$ cat src/design/mts_pkg.sv
// ============================================================================
// mts_pkg
// Shared types, codes and helpers for the mipmap texture sampler.
// ============================================================================
`default_nettype none

package mts_pkg;

  // default sizing
  localparam int MAX_DIM_LOG2_DEF = 8;
  localparam int MAX_LEVELS_DEF   = 9;

  // fixed field widths
  localparam int CMD_W     = 2;
  localparam int TIDX_W    = 16;
  localparam int RGBA_W    = 32;
  localparam int COORD_W   = 17;
  localparam int LVL_W     = 4;
  localparam int FRAC_W    = 16;
  localparam int IN_DATA_W  = 88;
  localparam int OUT_DATA_W = 40;

  // request kinds
  localparam logic [CMD_W-1:0] CMD_WRITE    = 2'd0;
  localparam logic [CMD_W-1:0] CMD_BUILD    = 2'd1;
  localparam logic [CMD_W-1:0] CMD_NEAREST  = 2'd2;
  localparam logic [CMD_W-1:0] CMD_BILINEAR = 2'd3;

  // configuration register indexes
  localparam logic REG_BASE_WIDTH  = 1'b0;
  localparam logic REG_BASE_HEIGHT = 1'b1;

  // rounding half of a q.16 position
  localparam logic [FRAC_W:0] HALF_Q16 = 17'h08000;
  localparam logic [FRAC_W:0] ONE_Q16  = 17'h10000;

  typedef logic [LVL_W-1:0] lvl_t;

  // floor(log2(d)) + 1 for d >= 1
  function automatic lvl_t level_span(input logic [15:0] d);
    lvl_t n;
    n = '0;
    for (int i = 0; i < 16; i++) begin
      if (d[i]) n = lvl_t'(i + 1);
    end
    return n;
  endfunction

endpackage

`default_nettype wire

$ cat src/design/mts_lerp.sv
// ============================================================================
// mts_lerp
// Bilinear blend of four RGBA8 texels, one channel at a time.
// ============================================================================
`default_nettype none

module mts_lerp
  import mts_pkg::*;
(
  input  wire                 clk,
  input  wire                 rst_n,
  input  wire                 start,
  input  wire [RGBA_W-1:0]    tex_a,
  input  wire [RGBA_W-1:0]    tex_b,
  input  wire [RGBA_W-1:0]    tex_d,
  input  wire [RGBA_W-1:0]    tex_e,
  input  wire [FRAC_W-1:0]    frac_x,
  input  wire [FRAC_W-1:0]    frac_y,
  output logic                done,
  output logic [RGBA_W-1:0]   color
);

  logic        run_r;
  logic        phase_r;
  logic [1:0]  ch_r;
  logic [24:0] r1_r, r2_r;
  logic [RGBA_W-1:0] color_r;
  logic        done_r;

  logic [7:0]  ca, cb, cd, ce;
  logic [16:0] wx0, wx1, wy0, wy1;
  logic [24:0] r1_nxt, r2_nxt;
  logic [42:0] r_sum;
  logic [10:0] q;
  logic [7:0]  q_sat;

  // channel select and weights
  always_comb begin
    ca  = tex_a[8*ch_r +: 8];
    cb  = tex_b[8*ch_r +: 8];
    cd  = tex_d[8*ch_r +: 8];
    ce  = tex_e[8*ch_r +: 8];
    wx1 = {1'b0, frac_x};
    wx0 = ONE_Q16 - wx1;
    wy1 = {1'b0, frac_y};
    wy0 = ONE_Q16 - wy1;
    r1_nxt = 25'(ca * wx0) + 25'(cb * wx1);
    r2_nxt = 25'(cd * wx0) + 25'(ce * wx1);
    r_sum  = 43'(r1_r * wy0) + 43'(r2_r * wy1) + 43'h0_8000_0000;
    q      = r_sum[42:32];
    q_sat  = (q > 11'd255) ? 8'hFF : q[7:0];
  end

  // channel sequencer
  always_ff @(posedge clk) begin
    if (!rst_n) begin
      run_r   <= 1'b0;
      phase_r <= 1'b0;
      ch_r    <= 2'd0;
      done_r  <= 1'b0;
    end else begin
      done_r <= 1'b0;
      if (start) begin
        run_r   <= 1'b1;
        phase_r <= 1'b0;
        ch_r    <= 2'd0;
      end else if (run_r) begin
        phase_r <= ~phase_r;
        if (phase_r) begin
          ch_r <= ch_r + 2'd1;
          if (ch_r == 2'd3) begin
            run_r  <= 1'b0;
            done_r <= 1'b1;
          end
        end
      end
    end
  end

  // horizontal then vertical blend
  always_ff @(posedge clk) begin
    if (run_r && !phase_r) begin
      r1_r <= r1_nxt;
      r2_r <= r2_nxt;
    end
    if (run_r && phase_r) color_r[8*ch_r +: 8] <= q_sat;
  end

  assign done  = done_r;
  assign color = color_r;

endmodule

`default_nettype wire

$ cat config.mk
export PLATFORM = sky130hd
export DESIGN_NAME = mts_lerp
export DESIGN_NICKNAME = d
export VERILOG_FILES = /design/src/design/mts_pkg.sv /design/src/design/mts_lerp.sv
export SDC_FILE = /design/constraint.sdc
export NUM_CORES = 2
export LEC_CHECK = 0
export BUFFER_PORTS_ARGS = -buffer_cell sky130_fd_sc_hd__clkbuf_2
export CAP_MARGIN = 20
export CORE_MARGIN = 1
export CORE_UTILIZATION = 35
export DETAILED_ROUTE_END_ITERATION = 7
export GPL_ROUTABILITY_DRIVEN = 1
export PLACE_DENSITY_LB_ADDON = 0.12
export SLEW_MARGIN = 10
export SYNTH_ARGS = -nofsm -noshare
export SYNTH_HDL_FRONTEND = slang
export SYNTH_SLANG_ARGS = --single-unit
$ cat constraint.sdc
create_clock -name clk -period 13.38 [get_ports clk]
set_input_delay 2.007 -clock clk [delete_from_list [all_inputs] [get_ports clk]]
set_output_delay 2.007 -clock clk [all_outputs]
set_load 0.01 [all_outputs]
Word-level counts from Yosys, hierarchy flattened
Cells that the tools add are included.
{"block": "word_totals", "ff_bits": 87, "latchBits": 0, "ramBits": 0, "mem_bits_ro": 0, "input_bits": 163, "out_inout_bits": 33, "word_cells": 45, "mem_count": 0}
{"block": "op_classes", "add_sub_neg": 8, "n_mul": 6, "n_div": 0, "order_cmp": 1, "eq_ne": 1, "shifts": 6, "n_mux": 7, "bitwise_logic": 3, "reduce_logical": 6}
{"op": "$shiftx A32 B6 Y8", "n": 4}
{"op": "$add A25 B24 Y25", "n": 2}
{"op": "$mul A8 B17 Y25", "n": 2}
{"op": "$mul A8 B16 Y24", "n": 2}
{"op": "$add A42 B41 Y43", "n": 1}
{"op": "$add A43 B32 Y43 const B", "n": 1}
{"op": "$mul A25 B17 Y42", "n": 1}
{"op": "$mul A25 B16 Y41", "n": 1}
{"op": "$neg A5 Y34", "n": 1}
{"op": "$shift A8 B34 Y32 const A", "n": 1}
{"op": "$shiftx A8 B34 Y32", "n": 1}
{"op": "$sub A17 B16 Y17 const A", "n": 2}
{"op": "$bwmux W32", "n": 1}
{"op": "$gt A11 B8 Y1 const B", "n": 1}
{"op": "$mux W8", "n": 1}
{"op": "$mux W1", "n": 5}
{"op": "$reduce_or A4 Y1", "n": 1}
{"op": "$not A1 Y1", "n": 3}
{"op": "$add A2 B1 Y2 const B", "n": 1}
{"op": "$eq A2 B2 Y1 const B", "n": 1}
{"op": "$logic_and A1 B1 Y1", "n": 2}
{"op": "$reduce_and A2 Y1", "n": 1}
{"op": "$reduce_or A2 Y1", "n": 1}
{"op": "$logic_not A1 Y1", "n": 1}

Depth between registers and ports, before layout
{"block": "depth", "depth_word": 8, "mapped_depth": 36, "mapped_depth_nobuf": 32}

Least setup slack after synthesis
OpenSTA, ideal clock, no wires.
{"block": "synth_path", "kind": "input to register", "from": "input frac_y[8]", "to": "register color_r[10] (netlist: color[10]) (data pin)", "setup_time_ns": 0.259, "arrival_time_ns": 10.238, "t_required_ns": 13.121, "slack_ns": 2.883, "stages": 32, "n_path_buf": 3, "path_cell_list": "clkbuf_1 -> or4_1 -> nor3_1 -> nand3b_1 -> xor2_1 -> clkbuf_1 -> nand2_1 -> fa_1 -> inv_1 -> fa_1 -> inv_1 -> fa_1 -> inv_1 -> fa_1 -> inv_1 -> fa_1 -> inv_1 -> fa_1 -> fa_1 -> inv_1 -> fa_1 -> inv_1 -> ha_1 -> and4_1 -> o21ai_0 -> a31oi_1 -> or3_1 -> a31oi_1 -> o41ai_2 -> mux2_4 -> buf_2 -> o31a_1"}
{"block": "synth_between", "elab_chain_cells": 8, "word_cells_on_any_way": 9, "cone_classes": "add/sub (3); mul (2); order compare (1); shift (1); mux (2)"}
{"element": "from (decl)", "line": "mts_lerp.sv:18", "text": "input wire [FRAC_W-1:0] frac_y,"}
{"element": "$sub A17 B16 Y17", "line": "mts_lerp.sv:46", "text": "wy0 = ONE_Q16 - wy1;"}
{"element": "$mul A25 B17 Y42", "line": "mts_lerp.sv:49", "text": "r_sum = 43'(r1_r * wy0) + 43'(r2_r * wy1) + 43'h0_8000_0000;"}
{"element": "$add A42 B41 Y43 (*)", "line": "mts_lerp.sv:49"}
{"element": "$add A43 B32 Y43 (*)", "line": "mts_lerp.sv:49"}
{"element": "$gt A11 B8 Y1", "line": "mts_lerp.sv:51", "text": "q_sat = (q > 11'd255) ? 8'hFF : q[7:0];"}
{"element": "$mux W8 (*)", "line": "mts_lerp.sv:51"}
{"element": "$shiftx A8 B34 Y32 (*)", "line": "mts_lerp.sv:86", "text": "if (run_r && phase_r) color_r[8*ch_r +: 8] <= q_sat;"}
{"element": "$bwmux W32 (*)", "line": "mts_lerp.sv:86"}
{"element": "to (signal, indexed assignment)", "line": "mts_lerp.sv:86"}
{"element": "to (decl)", "line": "mts_lerp.sv:27", "text": "logic [RGBA_W-1:0] color_r;"}
Mark *: on every way between the ends. The rest lies on a longest branch, timed or not.
A chain may end at the register's enable or synchronous reset.

Final worst setup path
{"block": "layout_path", "from": "input frac_y[9]", "to": "register color_r[4] (netlist: color[4]) (data pin)"}
The elaborated chain is that of the path after synthesis.

==> impl_results.md <==
- Status: finished clean
- CTS sink count: 87
- Antenna violations before repair: 8
- Post-synthesis sequential area ratio: 0.05420
- FP Rows: 134
- Post-synth EDFFs: 82
- Die footprint: 136600 sq um
- Worst-Margin Slew: 1.108 ns
- Yosys cell types: 65
- Gp weighted congestion: 0.8484
- PortBufs: 195
- Synth Register Bits: 87
- GR Overflow Total: 0
- DR vias/cell: 4.761
- Top_reg_cell synth: edfxtp_1
- Initial Utilization: 0.3534
- P&R area growth vs syn: 6.682%
- Post-synthesis average cell area: 9.435 sq um
- Clock Tree Buf Depth: 2
- RSZ-0062 raised after global routing: no
- Core area: 133800 sq um
- Highest-count cells in the layout ignoring fill and taps: inv_1 (1276), fa_1 (1171), and2_1 (709)
- DR WL/cell: 19.35 microns
- Die Y: 369.5 microns
- Hold-fix buffers, CTS: 0
- Final Hold Fails: 0
- Fill count: 13866
- I/O Pins: 196
- Root Driver: clkbuf_16
- Critical path launch point type: input port
- Setup Buffers After CTS: 0
- Final Slew Violations: 0
- Clk_lat worst skew: 0.39 ns
- Final Cycle Share: 0.8431
- DR vias: 32503
- Global-route wire length before repair: 213.1 mm
- CTS tree: built
- Hold slack: 0.6263 ns
- Syn nets: 6735
- Drt pass-1 iters: 6
- Synthesis Warnings: 0
- H-tree depth: 3
- Clock slew at reported path FFs: 0.07 ns
- 1st-iter DRT viols: 1169
- Slowest CP cell: or4_1
- Crit-path max cell delay: 0.63 ns
- Fraction of layout cells with a size suffix above 1: 0.06685
- Crit Path Class: input port to flip-flop
- Netlist area before placement: 47280 sq um
- Mapped Cells: 5011
- Synth async-reset ratio: 0
- Crit end category: flip-flop
- Largest net degree at the start of global routing: 51
- Fin cells: 6827
- Post-route minimum period: 11.28 ns
- MaxCap Viol Count: 0
- # DRC: 0
- Post-Route WL: 132.1 mm
- Vias in the first global route: 36952
- Worst hold-check path type: flip-flop to flip-flop
- Arr. time, crit path: 11.54 ns
- Die X: 369.5 microns
- Cell repeated most along the worst path: fa_1
- Delay-heaviest family, CP: adder cells
- Quantity of gates resized following cts: 0
- Total GRT Usage: 0.2032
- Fmax: 0.08865 GHz
- Final ANT Viol Nets: 0
- Setup TNS: 0 ns
- Commonest non-fill, non-tap cell in the layout: inv_1
- Peak fanout along the critical path: 28
- Req. time, crit path: 13.64 ns
- Dpl cells: 6806
- Slew headroom: 0.2598
- Setup Viol. Count Final: 0
- Post-Route Skew: 0.01328 ns
- CTS buffer count: 9
- Detailed placer's ending HPWL: 111.1 mm
- NumNets Final: 6775
- Bufs and invs on worst path: 8
[worst register-to-register path, stage by stage, from the launching register on]
cell	delay [ns]
edfxtp_1	0.89
nand2_1	0.16
fa_1	0.51
inv_1	0.06
fa_1	0.54
inv_1	0.06
fa_1	0.48
fa_1	0.55
inv_1	0.08
fa_1	0.55
fa_1	0.46
fa_1	0.49
inv_1	0.05
fa_1	0.47
inv_1	0.04
ha_1	0.30
nand2_1	0.28
nor2_1	0.10
and4b_1	0.22
a32oi_1	0.60
a21oi_1	0.26
or4_4	0.54
a221oi_4	0.27
buf_4	0.34
o31a_2	0.20
[cell families after synthesis]
family | Yosys count | synth area share
adders and majority gates | 1561 | 0.5990
AOI/OAI and AO/OA | 203 | 0.03054
and+or+nand+nor | 1536 | 0.1645
xor gates and xnor gates | 84 | 0.01556
muxes | 35 | 0.01598
DFF | 87 | 0.05420
buffers and inverters | 1505 | 0.1202
[through the flow]
stage / setup slack (ns) / util / area, sq um
after floorplan: 2.883 / - / 47280
final: 2.099 / 0.3770 / 50440
after global routing: 1.532 / 0.3770 / 50440
after detailed placement: 1.651 / 0.3747 / 50140
after CTS: 2.059 / 0.3769 / 50420
after global placement: 1.762 / 0.3746 / 50120
[cells in the mapped netlist, drive strengths merged, types with 9 or more instances]
library cell	count	area (sq um)
and2	710	4442
nand2	681	2556
inv	1276	4790
a21o	22	165.2
o31a	29	264.0
clkbuf	202	758.2
o21a	15	112.6
ha	390	4880
nor4	12	75.07
mux4	32	720.7
nor2	42	157.7
xor2	22	192.7
and3	10	62.56
buf	27	133.9
nand2b	10	62.56
fa	1171	23440
a21oi	48	240.2
o21ai	32	163.9
nand3	11	55.05
edfxtp	82	2462
o21bai	10	75.07
xnor2	62	543.0
nand4	9	56.30
nor3	25	125.1
[per-layer routing]
| metal | routed length, microns | track usage | vias to the layer above |
|---|---|---|---|
| met1 | 53610 | 0.2479 | 17258 |
| met5 | 20 | 0 | - |
| li1 | - | - | 14627 |
| met3 | 2512 | 0.009532 | 118 |
| met2 | 72510 | 0.3858 | 498 |
| met4 | 3436 | 0.05435 | 2 |
[path summary, 6_finish.rpt]
check,from,endpoint,slack [ns],cells past startpoint
worst min-delay path,run_r$_SDFF_PN0_,phase_r$_SDFFE_PP0P_,0.63,2
worst max-delay path,frac_y[9],color[4]$_DFFE_PP_,2.10,30
worst min register to register,run_r$_SDFF_PN0_,phase_r$_SDFFE_PP0P_,0.63,2
worst max register to register,r2_r[20]$_DFFE_PP_,color[4]$_DFFE_PP_,4.76,24
[area by class of cell]
cell class | instances | area [sq um] | share of cell area
inverter | 1276 | 4790 | 0.09496
multi-input combinational | 3419 | 39140 | 0.7759
antenna | 3 | 7.507 | 0.0001488
sequential | 87 | 2565 | 0.05085
clock inverter | 6 | 55.05 | 0.001091
clock buffer | 10 | 229.0 | 0.004539
timing repair buffer | 258 | 1444 | 0.02863
tap | 1768 | 2212 | 0.04386
[state kept, by name, summed over array words and instances, names as in the netlist]
register	cells
color	32
run_r	1
done	1
ch_r	2
r2_r	25
r1_r	25
phase_r	1
Power is left out: the tool's default activity adds up to more than one toggle a clock period on the data nets, which glitch-free logic cannot reach.
